### config.mk
export PLATFORM = sky130hd
export DESIGN_NAME = piq_ctrl
export DESIGN_NICKNAME = d
export VERILOG_FILES = /design/src/design/positional_insert_queue_top_macros.svh /design/src/design/piq_pkg.sv /design/src/design/piq_ctrl.sv
export SDC_FILE = /design/constraint.sdc
export NUM_CORES = 1
export LEC_CHECK = 0
export BUFFER_PORTS_ARGS = -buffer_cell sky130_fd_sc_hd__buf_4
export CELL_PAD_IN_SITES_DETAIL_PLACEMENT = 0
export CELL_PAD_IN_SITES_GLOBAL_PLACEMENT = 1
export CORE_MARGIN = 2
export CORE_UTILIZATION = 33
export CTS_CLUSTER_SIZE = 28
export DETAILED_ROUTE_END_ITERATION = 16
export PLACE_DENSITY = 0.86
export REMOVE_ABC_BUFFERS = 1
export SLEW_MARGIN = 25
export SYNTH_ARGS = -nofsm -noshare
export SYNTH_HDL_FRONTEND = slang
export SYNTH_SLANG_ARGS = --single-unit
### constraint.sdc
create_clock -name clk -period 2.4 [get_ports clk]
set_input_delay 0 -clock clk [delete_from_list [all_inputs] [get_ports clk]]
set_output_delay 0 -clock clk [all_outputs]
set_load 0.005 [all_outputs]
### src/design/positional_insert_queue_top_macros.svh
// ---------------------------------------------------------------------------
// positional_insert_queue_top_macros.svh
// Assertion macros for the positional insert queue; empty under synthesis.
// ---------------------------------------------------------------------------
`ifndef POSITIONAL_INSERT_QUEUE_TOP_MACROS_SVH
`define POSITIONAL_INSERT_QUEUE_TOP_MACROS_SVH

`ifndef SYNTHESIS

// Same-cycle implication.
`define PIQ_ASSERT_IMPL(lbl, clk, rst, ante, cons, msg) \
  lbl: assert property (@(posedge clk) disable iff (rst) (ante) |-> (cons)) \
    else $error(msg);

// Next-cycle implication.
`define PIQ_ASSERT_NEXT(lbl, clk, rst, ante, cons, msg) \
  lbl: assert property (@(posedge clk) disable iff (rst) (ante) |=> (cons)) \
    else $error(msg);

`else

`define PIQ_ASSERT_IMPL(lbl, clk, rst, ante, cons, msg)
`define PIQ_ASSERT_NEXT(lbl, clk, rst, ante, cons, msg)

`endif

`endif

### src/design/piq_pkg.sv
// ---------------------------------------------------------------------------
// piq_pkg
// Shared types and constants of the positional insert queue.
// ---------------------------------------------------------------------------
package piq_pkg;

  localparam int PIQ_DEPTH     = 16;
  localparam int PIQ_WORD_BITS = 32;

  // Operation codes
  localparam logic [1:0] OP_PUSH   = 2'd0;
  localparam logic [1:0] OP_INSERT = 2'd1;
  localparam logic [1:0] OP_POP    = 2'd2;

  // Per-cell next-value select
  typedef enum logic [1:0] {
    SEL_HOLD,
    SEL_LEFT,
    SEL_RIGHT,
    SEL_LOAD
  } piq_sel_t;

  typedef struct packed {
    logic [1:0]  operation;
    logic [31:0] word_in;
    logic [4:0]  position;
  } piq_in_t;

  typedef struct packed {
    logic        ok;
    logic [31:0] word_out;
    logic [4:0]  count;
    logic        is_empty;
  } piq_out_t;

  // Decision of the controller for the current beat
  typedef struct packed {
    logic ok;
    logic pop_ok;
  } piq_res_t;

endpackage

### src/design/piq_ctrl.sv
// ---------------------------------------------------------------------------
// piq_ctrl
// Entry count, accept/reject decision and per-cell select generation.
// ---------------------------------------------------------------------------
module piq_ctrl import piq_pkg::*; #(
  parameter int  DEPTH = PIQ_DEPTH,
  localparam int CNT_W = $clog2(DEPTH + 1)
) (
  input  logic             clk,
  input  logic             rst,
  input  logic             fire,
  input  logic [1:0]       operation,
  input  logic [4:0]       position,
  output piq_sel_t         sel [DEPTH],
  output piq_res_t         res,
  output logic [CNT_W-1:0] cnt,
  output logic [CNT_W-1:0] cnt_next
);

  localparam int CMP_W = (CNT_W > 5) ? CNT_W : 5;

  logic [CMP_W-1:0] cnt_c;
  logic [CMP_W-1:0] pos_c;
  logic [CMP_W-1:0] ins_pos;
  logic             full;
  logic             empty;
  logic             ins_ok;
  logic             pop_ok;

  assign cnt_c = CMP_W'(cnt);
  assign pos_c = CMP_W'(position);
  assign full  = (cnt == CNT_W'(DEPTH));
  assign empty = (cnt == '0);

  always_comb begin
    ins_ok  = 1'b0;
    pop_ok  = 1'b0;
    ins_pos = cnt_c;
    unique case (operation)
      OP_PUSH: begin
        ins_ok = !full;
      end
      OP_INSERT: begin
        ins_ok  = !full && (pos_c <= cnt_c);
        ins_pos = pos_c;
      end
      OP_POP: begin
        pop_ok = !empty;
      end
      default: begin
        ins_ok = 1'b0;
      end
    endcase
  end

  assign res.ok     = ins_ok | pop_ok;
  assign res.pop_ok = pop_ok;

  always_comb begin
    priority if (ins_ok) begin
      cnt_next = cnt + CNT_W'(1);
    end else if (pop_ok) begin
      cnt_next = cnt - CNT_W'(1);
    end else begin
      cnt_next = cnt;
    end
  end

  // Each cell compares its own index against the insert point.
  for (genvar gi = 0; gi < DEPTH; gi++) begin : g_sel
    localparam logic [CMP_W-1:0] IDX = CMP_W'(gi);
    localparam bit HAS_RIGHT = (gi < DEPTH - 1);
    always_comb begin
      sel[gi] = SEL_HOLD;
      priority if (fire && ins_ok) begin
        if (IDX == ins_pos) begin
          sel[gi] = SEL_LOAD;
        end else if (IDX > ins_pos) begin
          sel[gi] = SEL_LEFT;
        end
      end else if (fire && pop_ok && HAS_RIGHT) begin
        sel[gi] = SEL_RIGHT;
      end else begin
        sel[gi] = SEL_HOLD;
      end
    end
  end

  always_ff @(posedge clk) begin
    if (rst) begin
      cnt <= '0;
    end else if (fire) begin
      cnt <= cnt_next;
    end
  end

endmodule
==> results of run 1 <==
## layout by cell type, fill, tap and decap left out, types with 4 or more instances in the layout
cell / count
buf_4: 65
nor2_1: 19
nand2_1: 11
inv_1: 10
a21oi_1: 10
nor3_1: 9
o31ai_1: 9
ha_1: 8
nand3_1: 7
nor2b_1: 5
dfxtp_1: 5
xnor2_1: 4
mux2_2: 4
a31oi_1: 4
## through the flow
stage | total power [mW] | cells | area [um^2] | setup WS [ns]
global placement | 0.9555 | 274 | 1694 | 0.3029
detailed placement | 0.9594 | 274 | 1694 | 0.2632
floorplan | 0.5868 | 160 | 1139 | -0.05806
finish | 1.134 | 278 | 1760 | 0.1536
global route | 1.225 | 278 | 1760 | 0.01875
CTS | 1.126 | 278 | 1739 | 0.02126
## kinds of logic after synthesis
group	Yosys count
fa+ha+maj	8
mux	7
flops	5
compound gates	51
xor+xnor	4
simple gates	74
buf+inv	24
## metal layers
layer	up-vias	global-route usage [%]	part of all wire (%)
met5	-	0	0
met4	0	3.989	1.0
met3	8	2.951	4.2
met2	41	31.70	47
met1	668	25.39	48
li1	764	-	-
## layout make-up
class                           count  area share (%)
Clock buffer                        4           2.559
Inverter                           11           2.345
Multi-Input combinational cell    144           57.64
Sequential cell                     5           5.686
Tap cell                           48           3.412
Timing Repair Buffer               66           28.36
## Yosys cell counts (all sizes together), types with 2 or more instances
master / count
nor2: 22
a21oi: 11
and3b: 2
nor3: 9
mux2i: 3
mux2: 4
a32oi: 2
and3: 2
nand2: 12
a21o: 2
inv: 11
nand2b: 2
a2111oi: 2
o311ai: 5
a22o: 2
buf: 10
and2: 2
nand3: 7
clkbuf: 3
dfxtp: 5
a31oi: 5
o21ai: 5
or3: 2
o31ai: 9
xnor2: 4
nor2b: 5
ha: 8
o31a: 3
## what timing repair did
item,4_1_cts,5_1_grt
gates resized for setup,0,8
hold buffers,0,0
setup endpoints to repair,0,12
## path summary, 6_finish.rpt
check / from / to / slack, ns / cells past startpoint
worst min-delay path: rst / cnt[1] / 0.05 / 2
worst max register to register: cnt[4] / cnt[0] / 0.37 / 8
worst max-delay path: cnt[0] / sel[19] / 0.15 / 7
worst min register to register: cnt[2] / cnt[2] / 0.61 / 3
## power breakdown
group          switching (mW)  internal, mW  leakage [nW]
clock network          0.0479         0.115        0.0228
logic                   0.443         0.412         0.737
registers              0.0150         0.102        0.0409
## worst max-delay path, stage by stage, from the launching register on
cell	delay, ns
dfxtp_1	0.44
inv_1	0.09
ha_1	0.21
nor4bb_2	0.19
or2_4	0.27
or3_4	0.42
o31ai_1	0.24
buf_4	0.15
==> flow_summary_export.csv, run 1 <==
group,metric,value,unit
synth,async_flop_share,0,%
floorplanning,dieArea,4207,um^2
global_route,grt_pass1_wl,6306,um
setup_path,worstSetupStartpointType,"register",
floorplanning,start_util,33.90,%
place,hpwlAfterDp,3106,um
synth,yosysSeqAreaShare,8.188,%
setup_path,worstPathArrival,2.25,ns
global_route,antenna_found_initial,0,
sta,fin_crit_sh,93.60,%
clock_tree,clkTransAtPathRegs,0.04,ns
layout,fillCellCount,394,
drt,firstDrtPassIters,4,
place,buffer_ports.inserted,53,
sta,finalHoldViolCount,0,
layout,final-seq-area,100.1,um^2
synth,syn_inst,173,
layout,fin_nets,249,
clock_tree,root_buffer,"clkbuf_8",
worst_hold_path,hold_path.class,"in -> reg",
clock_tree,numCtsBuffers,3,
drt,drc,0,
global_route,grt.total_usage,18.90,%
clock_tree,clk_latency,0.23,ns
sta,fmax,0.4452,GHz
sta,final.setup.tns,0,ns
floorplanning,fp.dieW,64.87,um
setup_path,cp-end-kind,"primary output",
synth,synth_cell_type_count,53,
job,maxCapViolCount,0,
synth,synth_fa_ha_area_share,8.188,%
drt,wl_per_cell,14.36,um
floorplanning,rows,22,
clock_tree,cts.sinks,5,
synth,ys_ff_latch,5,
sta,grt_setup_unrepaired,"false",
floorplanning,boundaryPins,54,
setup_path,critPathKind,"reg -> out",
synth,yosysTopAreaCellShare,8.188,%
drt,routed_wl,3992,um
drt,vias,1481,
synth,synth.cell_area,1222,um^2
layout,layout-drive-gt1-share,39.13,%
clock_tree,cts_tree,"built",
clock_tree,htreeDepth,1,
power_and_ir_drop,leakagePower,0.8011,nW
layout,regMostFlops,"cnt",
synth,synth_xor_area_share,2.866,%
power_and_ir_drop,peakVddDrop,0.0001890,V
sta,setup_violations,0,
sta,relSlewSlack,62.20,%
power_and_ir_drop,power_density,644.3,nW/um^2
drt,avgViaCountPerCell,5.327,
setup_path,crit_fanout,7,
synth,synthSimpleGateAreaFrac,33.37,%
clock_tree,post-cts-setup-buffers,0,
synth,synth-compound-area-share,31.01,%
synth,yosysTopAreaCell,"dfxtp_1",
global_route,grt_pass1_vias,1297,
floorplanning,core_area,3606,um^2
global_route,grt_max_degree,17,
layout,area_growth,44.01,%
sta,fin_skew,0.003556,ns
synth,synth_edf_count,0,
setup_path,crit_required,2.40,ns
synth,ys.flop_type,"dfxtp_1",
synth,avgSynthCellArea,7.066,um^2
drt,initialDrtViolationCount,121,
sta,worst_pin_slew,0.5659,ns
layout,multi_input_area,1015,um^2
place,gp_congestion,0.8245,
sta,drv_slew,0,
synth,yosysWarnings,0,
layout,antenna_cells,0,
layout,top_regs,"cnt x5",
sta,hold_ws,0.05108,ns
global_route,gr-total-overflow,0,
floorplanning,die_y,64.87,um
clock_tree,cts_buffer_depth,2,
synth,synth_mux_area_share,6.141,%
sta,period_minus_slack,2.246,ns
synth,synth_top_family_by_area,"simple AND/OR/NAND/NOR gates",
layout,fin_util,48.82,%
status,status,"finished clean",
layout,largest_register_ff_count,5,
synth,synth_area_leaders,"dfxtp_1 (8.2%), ha_1 (8.2%), nor2_1 (6.8%)",
drt,ant_nets,0,
No activity file was read; power rests on OpenSTA's default activity.
==> run 2, diff against run 1 <==
- CORE_ASPECT_RATIO: default -> 0.8
==> run 2 against run 1 <==
Worst hold slack improved by 0.014 ns. Die area is essentially flat. Critical path type unchanged. Clock power down 3%. Sequential power is 5% lower. Critical path depth up 1. Via count up 1.6%. Register-to-register slack barely moved. Final area shrank 0.28%. Core utilization up 1.4 points. Total power shrank 0.12%.
==> flow_summary_export.csv, run 2 (synthesized netlist as in run 1, its figures left out) <==
group,metric,value,unit
drt,initialDrtViolationCount,64,
drt,routed_wl,4090,um
layout,top_regs,"cnt x5",
sta,worst_pin_slew,0.5334,ns
drt,dr.max_layer_used,"met3",
floorplanning,rows,19,
sta,period_minus_slack,2.316,ns
clock_tree,cts_hold_repair.buffers,0,
global_route,grt_pass1_wl,6237,um
layout,final_common_cell,"buf_4",
clock_tree,clk_latency,0.22,ns
place,hpwlAfterDp,3193,um
setup_path,cpLargestDelayFamily,"simple AND/OR/NAND/NOR gates",
drt,met3_length,219,um
drt,drt-met1-wl,2118,um
worst_hold_path,hold_path.class,"in -> reg",
sta,grt_setup_unrepaired,"false",
job,maxCapViolCount,0,
power_and_ir_drop,leakagePower,0.8103,nW
sta,timing.final.ws_setup,0.08406,ns
setup_path,crit_buf_inv,2,
global_route,antenna_found_initial,0,
layout,area_growth,43.60,%
setup_path,crit_required,2.40,ns
floorplanning,fp.dieW,72.05,um
floorplanning,dieArea,4210,um^2
drt,firstDrtPassIters,4,
layout,layout-drive-gt1-share,37.93,%
sta,drv_slew,0,
global_route,gr-total-overflow,0,
clock_tree,cts.sinks,5,
drt,wl_per_cell,14.93,um
clock_tree,htreeDepth,1,
sta,fin_crit_sh,96.50,%
setup_path,r2r_cells,7,
drt,drc,0,
sta,finalHoldViolCount,0,
global_route,grt_pass1_vias,1312,
clock_tree,clkTransAtPathRegs,0.04,ns
layout,fin_util,50.23,%
setup_path,path_depth,8,
worst_hold_path,worstHoldStart,"rst",
layout,mostFrequentLayoutCells,"buf_4 (68), nor2_1 (22), nand2_1 (11)",
global_route,grt_max_degree,17,
place,dp_cells,269,
sta,fmax,0.4318,GHz
setup_path,crit_slowest_cell,"or4b_4",
setup_path,cp-end-kind,"primary output",
setup_path,worstSetupStartpointType,"register",
power_and_ir_drop,peakVddDrop,0.0002441,V
clock_tree,root_buffer,"clkbuf_8",
sta,relSlewSlack,63.42,%
setup_path,r2r_setup_slack,0.36,ns
setup_path,r2r-start,"cnt[0]",
place,placed_area,1694,um^2
layout,regMostFlops,"cnt",
place,gp_congestion,0.8603,
floorplanning,core_area,3495,um^2
power_and_ir_drop,power_density,645.4,nW/um^2
drt,wl_met2,1752,um
setup_path,crit_start,"cnt[0]",
global_route,grt.total_usage,18.62,%
place,buffer_ports.inserted,53,
clock_tree,cts_buffer_depth,2,
setup_path,crit_fanout,10,
layout,stdcell_area,1755,um^2
floorplanning,boundaryPins,54,
place,dp_slack,0.3352,ns
status,status,"finished clean",
drt,ant_nets,0,
setup_path,slowest_delay,0.48,ns
worst_hold_path,whs_endpoint,"cnt[1]",
setup_path,critical_path.cell_chain,"inv_1 > ha_1 > or4b_4 > and3b_1 > and3_4 > a31oi_4 > xnor2_1 > buf_4",
layout,antenna_cells,0,
floorplanning,die_y,58.44,um
sta,fin_skew,0.0006633,ns
layout,fin_nets,251,
setup_path,reg2reg_to,"cnt[2]",
sta,final.setup.tns,0,ns
layout,final_cells,274,
drt,vias,1505,
drt,avgViaCountPerCell,5.493,
worst_hold_path,min_path_cells,2,
layout,largest_register_ff_count,5,
clock_tree,cts_tree,"built",
floorplanning,start_util,34.98,%
power_and_ir_drop,totalPowerFinal,1.133,mW
sta,setup_violations,0,
clock_tree,numCtsBuffers,3,
setup_path,critPathKind,"reg -> out",
sta,hold_ws,0.06534,ns
setup_path,worstPathArrival,2.32,ns
run 2: how the worst max path moves through the flow:
stage	endpoint	slack [ns]
2_1_floorplan	sel[11]	-0.06
3_3_place_gp	cnt[2]	0.40
3_5_place_dp	cnt_next[4]	0.34
4_1_cts	sel[19]	0.10
5_1_grt	cnt_next[4]	0.008
6_report	cnt_next[4]	0.08
run 2: what timing repair did:
item | in CTS | in global routing
resized for setup | 0 | 3
setup buffers | 0 | 1
hold endpoints to repair | 0 | 0
setup endpoints to repair | 0 | 10
run 2: layer usage:
| layer | global-route usage [%] | vias to the layer above |
|---|---|---|
| met4 | 2.695 | 0 |
| met3 | 2.397 | 0 |
| met5 | 0 | - |
| li1 | - | 761 |
| met2 | 29.10 | 47 |
| met1 | 27.89 | 697 |
run 2: power by group:
part	internal, mW	switching, mW
clock network	0.114	0.0438
logic	0.412	0.452
registers	0.102	0.00845
run 2: final cells by class:
class	instances	area [um^2]
Inverter	11	41.29
Clock buffer	4	45.04
Fill cell	355	1739
Sequential cell	5	100.1
Tap cell	42	52.55
Timing Repair Buffer	68	510.5
Multi-Input combinational cell	144	1006
