File: src/design/positional_insert_queue_top_macros.svh
// ---------------------------------------------------------------------------
// positional_insert_queue_top_macros.svh
// Assertion macros for the positional insert queue; empty under synthesis.
// ---------------------------------------------------------------------------
`ifndef POSITIONAL_INSERT_QUEUE_TOP_MACROS_SVH
`define POSITIONAL_INSERT_QUEUE_TOP_MACROS_SVH

`ifndef SYNTHESIS

// Same-cycle implication.
`define PIQ_ASSERT_IMPL(lbl, clk, rst, ante, cons, msg) \
  lbl: assert property (@(posedge clk) disable iff (rst) (ante) |-> (cons)) \
    else $error(msg);

// Next-cycle implication.
`define PIQ_ASSERT_NEXT(lbl, clk, rst, ante, cons, msg) \
  lbl: assert property (@(posedge clk) disable iff (rst) (ante) |=> (cons)) \
    else $error(msg);

`else

`define PIQ_ASSERT_IMPL(lbl, clk, rst, ante, cons, msg)
`define PIQ_ASSERT_NEXT(lbl, clk, rst, ante, cons, msg)

`endif

`endif

File: src/design/piq_pkg.sv
// ---------------------------------------------------------------------------
// piq_pkg
// Shared types and constants of the positional insert queue.
// ---------------------------------------------------------------------------
package piq_pkg;

  localparam int PIQ_DEPTH     = 16;
  localparam int PIQ_WORD_BITS = 32;

  // Operation codes
  localparam logic [1:0] OP_PUSH   = 2'd0;
  localparam logic [1:0] OP_INSERT = 2'd1;
  localparam logic [1:0] OP_POP    = 2'd2;

  // Per-cell next-value select
  typedef enum logic [1:0] {
    SEL_HOLD,
    SEL_LEFT,
    SEL_RIGHT,
    SEL_LOAD
  } piq_sel_t;

  typedef struct packed {
    logic [1:0]  operation;
    logic [31:0] word_in;
    logic [4:0]  position;
  } piq_in_t;

  typedef struct packed {
    logic        ok;
    logic [31:0] word_out;
    logic [4:0]  count;
    logic        is_empty;
  } piq_out_t;

  // Decision of the controller for the current beat
  typedef struct packed {
    logic ok;
    logic pop_ok;
  } piq_res_t;

endpackage

File: src/design/piq_cell.sv
// ---------------------------------------------------------------------------
// piq_cell
// One queue slot; takes its own, left, right or a new word each cycle.
// ---------------------------------------------------------------------------
module piq_cell import piq_pkg::*; #(
  parameter int WORD_BITS = PIQ_WORD_BITS
) (
  input  logic                 clk,
  input  piq_sel_t             sel,
  input  logic [WORD_BITS-1:0] left,
  input  logic [WORD_BITS-1:0] right,
  input  logic [WORD_BITS-1:0] load,
  output logic [WORD_BITS-1:0] slot
);

  always_ff @(posedge clk) begin
    unique case (sel)
      SEL_HOLD:  slot <= slot;
      SEL_LEFT:  slot <= left;
      SEL_RIGHT: slot <= right;
      SEL_LOAD:  slot <= load;
    endcase
  end

endmodule

File: config.mk
export PLATFORM = sky130hd
export DESIGN_NAME = piq_cell
export DESIGN_NICKNAME = d
export VERILOG_FILES = /design/src/design/positional_insert_queue_top_macros.svh /design/src/design/piq_pkg.sv /design/src/design/piq_cell.sv
export SDC_FILE = /design/constraint.sdc
export NUM_CORES = 1
export LEC_CHECK = 0
export ABC_AREA = 0
export BUFFER_PORTS_ARGS = -buffer_cell sky130_fd_sc_hd__buf_2
export CAP_MARGIN = 40
export CORE_MARGIN = 4
export CORE_UTILIZATION = 42
export CTS_CLUSTER_SIZE = 14
export DETAILED_ROUTE_END_ITERATION = 7
export PLACE_DENSITY = 0.91
export REMOVE_ABC_BUFFERS = 1
export SYNTH_ARGS = -nofsm -noshare
export SYNTH_HDL_FRONTEND = slang
export SYNTH_SLANG_ARGS = --single-unit
File: constraint.sdc
create_clock -name clk -period 2.55 [get_ports clk]
set_input_delay 0.51 -clock clk [delete_from_list [all_inputs] [get_ports clk]]
set_output_delay 0.51 -clock clk [all_outputs]
set_load 0.05 [all_outputs]
==> results.yml, run 1 <==
synthesis:
  synth_cell_types: 10
  syn_inst: 140
  synth_top_area_share_pct: 57.4
  netlist_area_um2: 1670
  yosysTopAreaCell: "edfxtp_1"
  yosys-top-cells-area: "edfxtp_1 57%, mux2i_1 19%, a21oi_1 9.6%"
  yosys_warnings: 0
  ys_seq_area_share_pct: 57.4
  syn_area_per_cell_um2: 11.9
  synth-seq-cells: 32
sta:
  finalCritPeriodShare_pct: 54.2
  rsz0062_at_grt: "no"
  final_hold_viol_count: 0
  period_minus_slack_ns: 1.38
  setup_tns_ns: 0
  drv_slew: 0
  tightest_slew_ns: 0.383
  finalSetupViolCount: 0
  max_freq_mhz: 724
  max-slew-margin-rel_pct: 74.5
floorplan:
  fp.dieW_um: 71.1
  die_area_um2: 5060
  die_h_um: 71.1
  initial_core_util_pct: 44.7
  row_count: 22
  ios: 131
  core_um2: 3740
global_route:
  grt_pass1_vias: 1400
  antenna_found_initial: 0
  overflow: 0
  grt_pass1_wl_um: 6140
  grt.total_usage_pct: 16.1
  grt_max_degree: 35
run:
  maxCapViolCount: 0
power:
  power_uw: 1490
  comb_power_share_pct: 31.5
  power_density_nw_per_um2: 618
  p_leak_uw: 0.00120
  p_seq_share_pct: 44.7
  p_sw_share_pct: 34.0
  p_clk_share_pct: 23.9
  ir_drop_mv: 0.356
  power_switching_uw: 507
  p_int_uw: 982
detailed_routing:
  drt_pre_antenna_iters: 4
  wl_per_cell_um: 13.3
  antenna_left: 0
  drtIter0Drc: 77
  vias: 1505
  wl_um: 4240
  drcViolationCount: 0
  avgViaCountPerCell: 4.70
clock_network:
  clock_path_buffers: 2
  cts_sinks: 32
  root_buffer: "clkbuf_8"
  cts_tree: "built"
  post_cts_buffers: 0
  cts-resized-gates: 0
  path_clk_slew_ns: 0.06
  cts_buffers: 5
  htreeDepth: 2
  hold_buffers: 0
setup_path:
  setup.worst_path.start: "slot[16]$_DFFE_PP_"
  worstSetupPathType: "reg2out"
  crit_family: "flip-flops"
  cp.arrival_ns: 0.87
  path_cells: "buf_2"
  slowest_stage: "edfxtp_1"
  cp_num_buf_inv: 1
  crit_required_ns: 2.04
  cp-start-kind: "flop"
  critPathMaxFanout: 1
  cpPeakStageDelay_ns: 0.37
  cp-end-kind: "primary output"
worst_hold_path:
  hp-class: "in2reg"
  hold_start: "left[5]"
placed_design:
  io_buffer_count: 130
  gp_congestion: 0.735
  hpwl_um: 3540
  place_area_um2: 2330
final_layout:
  nFillCells: 315
  final_common_cell: "buf_2"
  syn2layout_area_growth_pct: 44.0
  fin_nets: 370
  antenna_cells: 0
  final_area_um2: 2410
  drive_above_1_share_pct: 51.8
  most-common-layout-cells: "130 x buf_2, 32 x mux2i_1, 32 x nor2_1, 32 x a21oi_1, 32 x edfxtp_1"
  reg_top3: "slot: 32 flops"
  largest_reg_flops: 32
  regMostFlops: "slot"
run_status:
  outcome: "complete, no violations"
-- cell families (layout without fill, tap and decap cells) --
| logic type | after synthesis | in the layout | share of synthesized area [%] |
|---|---|---|---|
| buffers and inverters | 11 | 143 | 6.28 |
| AOI/OAI and AO/OA | 32 | 32 | 9.57 |
| DFF | 32 | 32 | 57.4 |
| muxes | 32 | 32 | 19.1 |
| and+or+nand+nor | 33 | 33 | 7.55 |
-- tightest hold or removal path, cell delays in order --
cell and delay, ns:
buf_2 0.07, nor2_1 0.03, a21oi_1 0.10
-- per-layer routing --
metal	track usage, %	up-vias	routed length [um]	part of all wire, %
li1	-	769	-	-
met5	0	-	0	0
met1	15.7	642	1490	35
met3	4.97	11	450	11
met2	29.5	83	2180	51
met4	9.60	0	128	3.0
-- per-stage QoR --
step	util, %	hold WS (ns)	setup WS, ns	cells
global route	64.3	0.555	1.12	320
CTS	64.3	0.541	1.14	320
finish	64.3	0.555	1.17	320
floorplan	-	0.717	1.20	129
global placement	62.2	0.827	1.00	312
detailed placement	62.2	0.832	0.978	312
-- worst paths after layout --
check | cells past startpoint | slack, ns | to
hold / removal | 3 | 0.56 | slot[5]$_DFFE_PP_
setup / recovery | 1 | 1.17 | slot[16]
-- final cells by class --
class	instances	area [um2]	area share, %
tap	48	60.1	2.49
clock buffer	7	76.3	3.17
clock inverter	1	3.75	0.156
multi-input combinational	97	607	25.2
timing repair buffer	135	701	29.1
sequential	32	961	39.9
-- Yosys cell counts --
cell and count:
buf_6 1, or2_2 1, nor2_1 32, edfxtp_1 32
buf_12 3, mux2i_1 32, buf_2 3, buf_4 1
clkbuf_1 3, a21oi_1 32
-- power by group through the flow --
| stage | registers [uW] | logic (uW) | clock network [uW] |
|---|---|---|---|
| after floorplan | 900 | 70.7 | 0 |
| after global placement | 673 | 463 | 0 |
| after detailed placement | 677 | 473 | 0 |
| after CTS | 666 | 473 | 368 |
| after global routing | 672 | 496 | 390 |
| final | 665 | 468 | 355 |
No activity file was read; power rests on OpenSTA's default activity.
==> inputs of run 2 (changes only) <==
--- a/config.mk
+++ b/config.mk
@@ -9,10 +9,10 @@
 export BUFFER_PORTS_ARGS = -buffer_cell sky130_fd_sc_hd__buf_2
 export CAP_MARGIN = 40
 export CORE_MARGIN = 4
-export CORE_UTILIZATION = 42
+export CORE_UTILIZATION = 36
 export CTS_CLUSTER_SIZE = 14
 export DETAILED_ROUTE_END_ITERATION = 7
-export PLACE_DENSITY = 0.91
+export PLACE_DENSITY = 0.83
 export REMOVE_ABC_BUFFERS = 1
 export SYNTH_ARGS = -nofsm -noshare
 export SYNTH_HDL_FRONTEND = slang
==> constraint.sdc (replaced) <==
create_clock -name clk -period 1.2 [get_ports clk]
set_input_delay 0.24 -clock clk [delete_from_list [all_inputs] [get_ports clk]]
set_output_delay 0.24 -clock clk [all_outputs]
set_load 0.05 [all_outputs]
==> run 2 against run 1 <==
Against the previous run:
- combinational power is 120% higher
- cell count is 1.9% higher
- core utilization decreased by 8.8 points
- worst setup slack worse by 1.1 ns
- non-clock buffer count is 2 higher
- sequential share of layout area fell by 0.73 points
- total power up 110%
- wire length grew 0.75%
- critical endpoint is now slot[29]
==> results.yml, run 2 (synthesized netlist as in run 1, its figures left out) <==
final_layout:
  most-common-layout-cells: "130 x buf_2, 32 x mux2i_1, 32 x nor2_1, 32 x a21oi_1, 32 x edfxtp_1"
  final_util_pct: 55.6
  reg_top3: "slot: 32 flops"
  nFillCells: 396
  final_common_cell: "buf_2"
  largest_reg_flops: 32
  fin_nets: 372
  syn2layout_area_growth_pct: 46.7
  drive_above_1_share_pct: 52.2
  finalNonFillerCells: 326
  seq_area_um2: 961
  regMostFlops: "slot"
  antenna_cells: 0
  multi_input_area_um2: 607
placed_design:
  placed_cells: 318
  hpwl_um: 3420
  io_buffer_count: 130
  gp_congestion: 0.736
floorplan:
  ios: 131
  core_um2: 4410
  initial_core_util_pct: 37.9
  die_h_um: 76.2
  fp.dieW_um: 76.2
  row_count: 24
  die_area_um2: 5800
sta:
  finalCritPeriodShare_pct: 92.8
  finalSetupViolCount: 0
  drv_slew: 0
  setup_tns_ns: 0
  period_minus_slack_ns: 1.11
  max_freq_mhz: 898
  max-slew-margin-rel_pct: 81.9
  tightest_slew_ns: 0.271
  rsz0062_at_grt: "no"
  final_hold_viol_count: 0
setup_path:
  cp.arrival_ns: 0.87
  cp_num_buf_inv: 1
  cp-start-kind: "flop"
  cpPeakStageDelay_ns: 0.33
  slowest_stage: "edfxtp_1"
  setup.worst_path.start: "slot[29]$_DFFE_PP_"
  path_cells: "buf_2"
  worstSetupPathType: "reg2out"
  crit_family: "flip-flops"
  crit_required_ns: 0.96
  crit_end: "slot[29]"
  critPathMaxFanout: 1
  worst-path-stages: 1
  cp-end-kind: "primary output"
global_route:
  antenna_found_initial: 0
  grt_max_degree: 33
  grt.total_usage_pct: 14.2
  grt_pass1_vias: 1488
  overflow: 0
  grt_pass1_wl_um: 6670
detailed_routing:
  drtIter0Drc: 83
  wl_per_cell_um: 13.1
  wl_um: 4280
  vias: 1523
  drt_pre_antenna_iters: 4
  avgViaCountPerCell: 4.67
  drcViolationCount: 0
  antenna_left: 0
clock_network:
  hold_buffers: 0
  clock_path_buffers: 2
  cts_tree: "built"
  root_buffer: "clkbuf_8"
  htreeDepth: 2
  cts_sinks: 32
  cts-resized-gates: 0
  cts_buffers: 5
  post_cts_buffers: 0
  path_clk_slew_ns: 0.06
power:
  p_leak_uw: 0.00122
  p_int_uw: 2100
  power_switching_uw: 1080
  p_sw_share_pct: 33.9
  power_uw: 3180
  power_density_nw_per_um2: 1290
  p_seq_share_pct: 44.5
  comb_power_share_pct: 31.7
  p_clk_share_pct: 23.8
  ir_drop_mv: 0.542
worst_hold_path:
  hold_start: "left[28]"
  hp-class: "in2reg"
run:
  maxCapViolCount: 0
run_status:
  outcome: "complete, no violations"
==> run 2: cell types whose count changed in the layout (fill, tap and decap cells not counted) <==
cell | previous run | this run
buf_12 | 1 | 3
==> run 2: power groups by stage <==
stage          Clock (uW)  Sequential [uW]  Combinational [uW]
2_1_floorplan           0             1910                 150
3_3_place_gp            0             1430                1000
3_5_place_dp            0             1440                1010
4_1_cts               784             1420                1020
5_1_grt               843             1430                1070
6_report              757             1410                1010
==> run 2: layout make-up <==
cell class / instances / area share, %
clock buffer: 7 / 3.11
clock inverter: 1 / 0.153
multi-input combinational: 97 / 24.7
sequential: 32 / 39.2
tap: 52 / 2.65
timing repair buffer: 137 / 30.2
==> run 2: routing by layer <==
metal	global-route usage [%]	wire [um]	vias up
li1	-	-	775
met1	13.3	1450	668
met2	25.9	2250	76
met3	7.68	518	4
met4	4.72	59	0
met5	0	0	-
==> run 2: stage by stage <==
stage / setup slack (ns) / instance area, um2 / hold slack [ns]
after floorplan: 0.119 / 1570 / 0.447
after global placement: 0.0478 / 2370 / 0.558
after detailed placement: 0.0113 / 2370 / 0.559
after CTS: 0.0669 / 2450 / 0.267
after global routing: 0.0369 / 2450 / 0.279
final: 0.0862 / 2450 / 0.277
==> run 2: worst min-delay path by stage <==
stage	cells past startpoint	end	slack (ns)
2_1_floorplan	1	slot[0]$_DFFE_PP_	0.45
3_3_place_gp	3	slot[30]$_DFFE_PP_	0.56
3_5_place_dp	3	slot[28]$_DFFE_PP_	0.56
4_1_cts	3	slot[29]$_DFFE_PP_	0.27
5_1_grt	3	slot[16]$_DFFE_PP_	0.28
6_report	3	slot[28]$_DFFE_PP_	0.28
==> inputs of run 3 (changes only) <==
--- a/config.mk
+++ b/config.mk
@@ -9,10 +9,10 @@
 export BUFFER_PORTS_ARGS = -buffer_cell sky130_fd_sc_hd__buf_2
 export CAP_MARGIN = 40
 export CORE_MARGIN = 4
-export CORE_UTILIZATION = 36
+export CORE_UTILIZATION = 42
 export CTS_CLUSTER_SIZE = 14
 export DETAILED_ROUTE_END_ITERATION = 7
-export PLACE_DENSITY = 0.83
+export PLACE_DENSITY = 0.91
 export REMOVE_ABC_BUFFERS = 1
 export SYNTH_ARGS = -nofsm -noshare
 export SYNTH_HDL_FRONTEND = slang
==> constraint.sdc (replaced) <==
create_clock -name clk -period 1.3 [get_ports clk]
set_input_delay 0.26 -clock clk [delete_from_list [all_inputs] [get_ports clk]]
set_output_delay 0.26 -clock clk [all_outputs]
set_load 0.05 [all_outputs]
==> run 3 against run 2 <==
Against the previous run:
- sequential cell count unchanged
- final area up 0.31%
- core utilization up 10 points
- critical endpoint is now slot[1]
==> results.yml, run 3 (synthesized netlist as in run 1, its figures left out) <==
run_status:
  outcome: "complete, no violations"
placed_design:
  gp_congestion: 0.742
  hpwl_um: 3460
  io_buffer_count: 130
  place_area_um2: 2380
floorplan:
  die_h_um: 71.1
  core_um2: 3740
  fp.dieW_um: 71.1
  row_count: 22
  initial_core_util_pct: 44.7
  die_area_um2: 5060
  ios: 131
clock_network:
  root_buffer: "clkbuf_8"
  path_clk_slew_ns: 0.06
  cts_buffers: 5
  cts_tree: "built"
  clock_path_buffers: 2
  cts_sinks: 32
  htreeDepth: 2
  cts-resized-gates: 0
  hold_buffers: 0
  post_cts_buffers: 0
final_layout:
  final_common_cell: "buf_2"
  most-common-layout-cells: "130 x buf_2, 32 x mux2i_1, 32 x nor2_1, 32 x a21oi_1, 32 x edfxtp_1"
  syn2layout_area_growth_pct: 47.1
  antenna_cells: 0
  regMostFlops: "slot"
  fin_nets: 372
  reg_top3: "slot: 32 flops"
  largest_reg_flops: 32
  final_area_um2: 2460
  nFillCells: 306
  drive_above_1_share_pct: 52.2
setup_path:
  cp-end-kind: "primary output"
  worstSetupPathType: "reg2out"
  critPathMaxFanout: 1
  cp_num_buf_inv: 1
  cp-start-kind: "flop"
  cp.arrival_ns: 0.88
  crit_required_ns: 1.04
  crit_family: "flip-flops"
  worst-path-stages: 1
  cpPeakStageDelay_ns: 0.39
  slowest_stage: "edfxtp_1"
  path_cells: "buf_2"
sta:
  finalSetupViolCount: 0
  period_minus_slack_ns: 1.14
  tightest_slew_ns: 0.282
  finalCritPeriodShare_pct: 87.8
  final_hold_viol_count: 0
  max_freq_mhz: 876
  drv_slew: 0
  max-slew-margin-rel_pct: 81.2
  rsz0062_at_grt: "no"
  setup_tns_ns: 0
worst_hold_path:
  hold_depth: 3
  hp-class: "in2reg"
detailed_routing:
  drt_pre_antenna_iters: 4
  wl_per_cell_um: 12.7
  wl_um: 4110
  drcViolationCount: 0
  drtIter0Drc: 42
  vias: 1525
  avgViaCountPerCell: 4.74
  antenna_left: 0
global_route:
  grt_max_degree: 31
  overflow: 0
  grt.busiest_layer: "met2"
  grt_util_met3_pct: 5.68
  antenna_found_initial: 0
  grt_pass1_wl_um: 6310
  grt_pass1_vias: 1575
  grt.total_usage_pct: 15.8
  grt.met2_usage_pct: 31.0
  grt.met1_usage_pct: 14.5
power:
  power_density_nw_per_um2: 1190
  power_uw: 2920
  p_leak_uw: 0.00122
  ir_drop_mv: 0.554
run:
  maxCapViolCount: 0
## run 3: cell counts in the layout (fill, tap and decap cells not counted)
Identical to the previous run, type by type.
## run 3: cell type report
cell class                 instances  area, um2  area share, %
sequential                        32        961           39.0
timing repair buffer             137        753           30.6
multi-input combinational         97        607           24.7
clock buffer                       7       76.3           3.10
tap                               48       60.1           2.44
clock inverter                     1       3.75          0.153
## run 3: report_power, final
part | internal [uW] | leakage [uW] | switching, uW
Sequential | 1280 | 0.000322 | 26.7
Combinational | 293 | 0.000859 | 642
Clock | 371 | 0.0000399 | 307
## run 3: layer usage
layer / routed length (um) / vias up
met2: 2190 / 84
met3: 468 / 5
li1: - / 774
met5: 0 / -
met1: 1400 / 662
met4: 42 / 0
## run 3: final timing paths
path	startpoint	endpoint
min	left[30]	slot[30]$_DFFE_PP_
max	slot[1]$_DFFE_PP_	slot[1]
## run 3: metrics by stage
| stage | instances | utilization (%) | worst slack [ns] | hold WS [ns] |
|---|---|---|---|---|
| global route | 322 | 65.7 | 0.112 | 0.310 |
| CTS | 322 | 65.7 | 0.144 | 0.298 |
| finish | 322 | 65.7 | 0.158 | 0.305 |
| detailed placement | 314 | 63.6 | 0.0395 | 0.581 |
| global placement | 314 | 63.6 | 0.107 | 0.579 |
| floorplan | 129 | - | 0.199 | 0.467 |
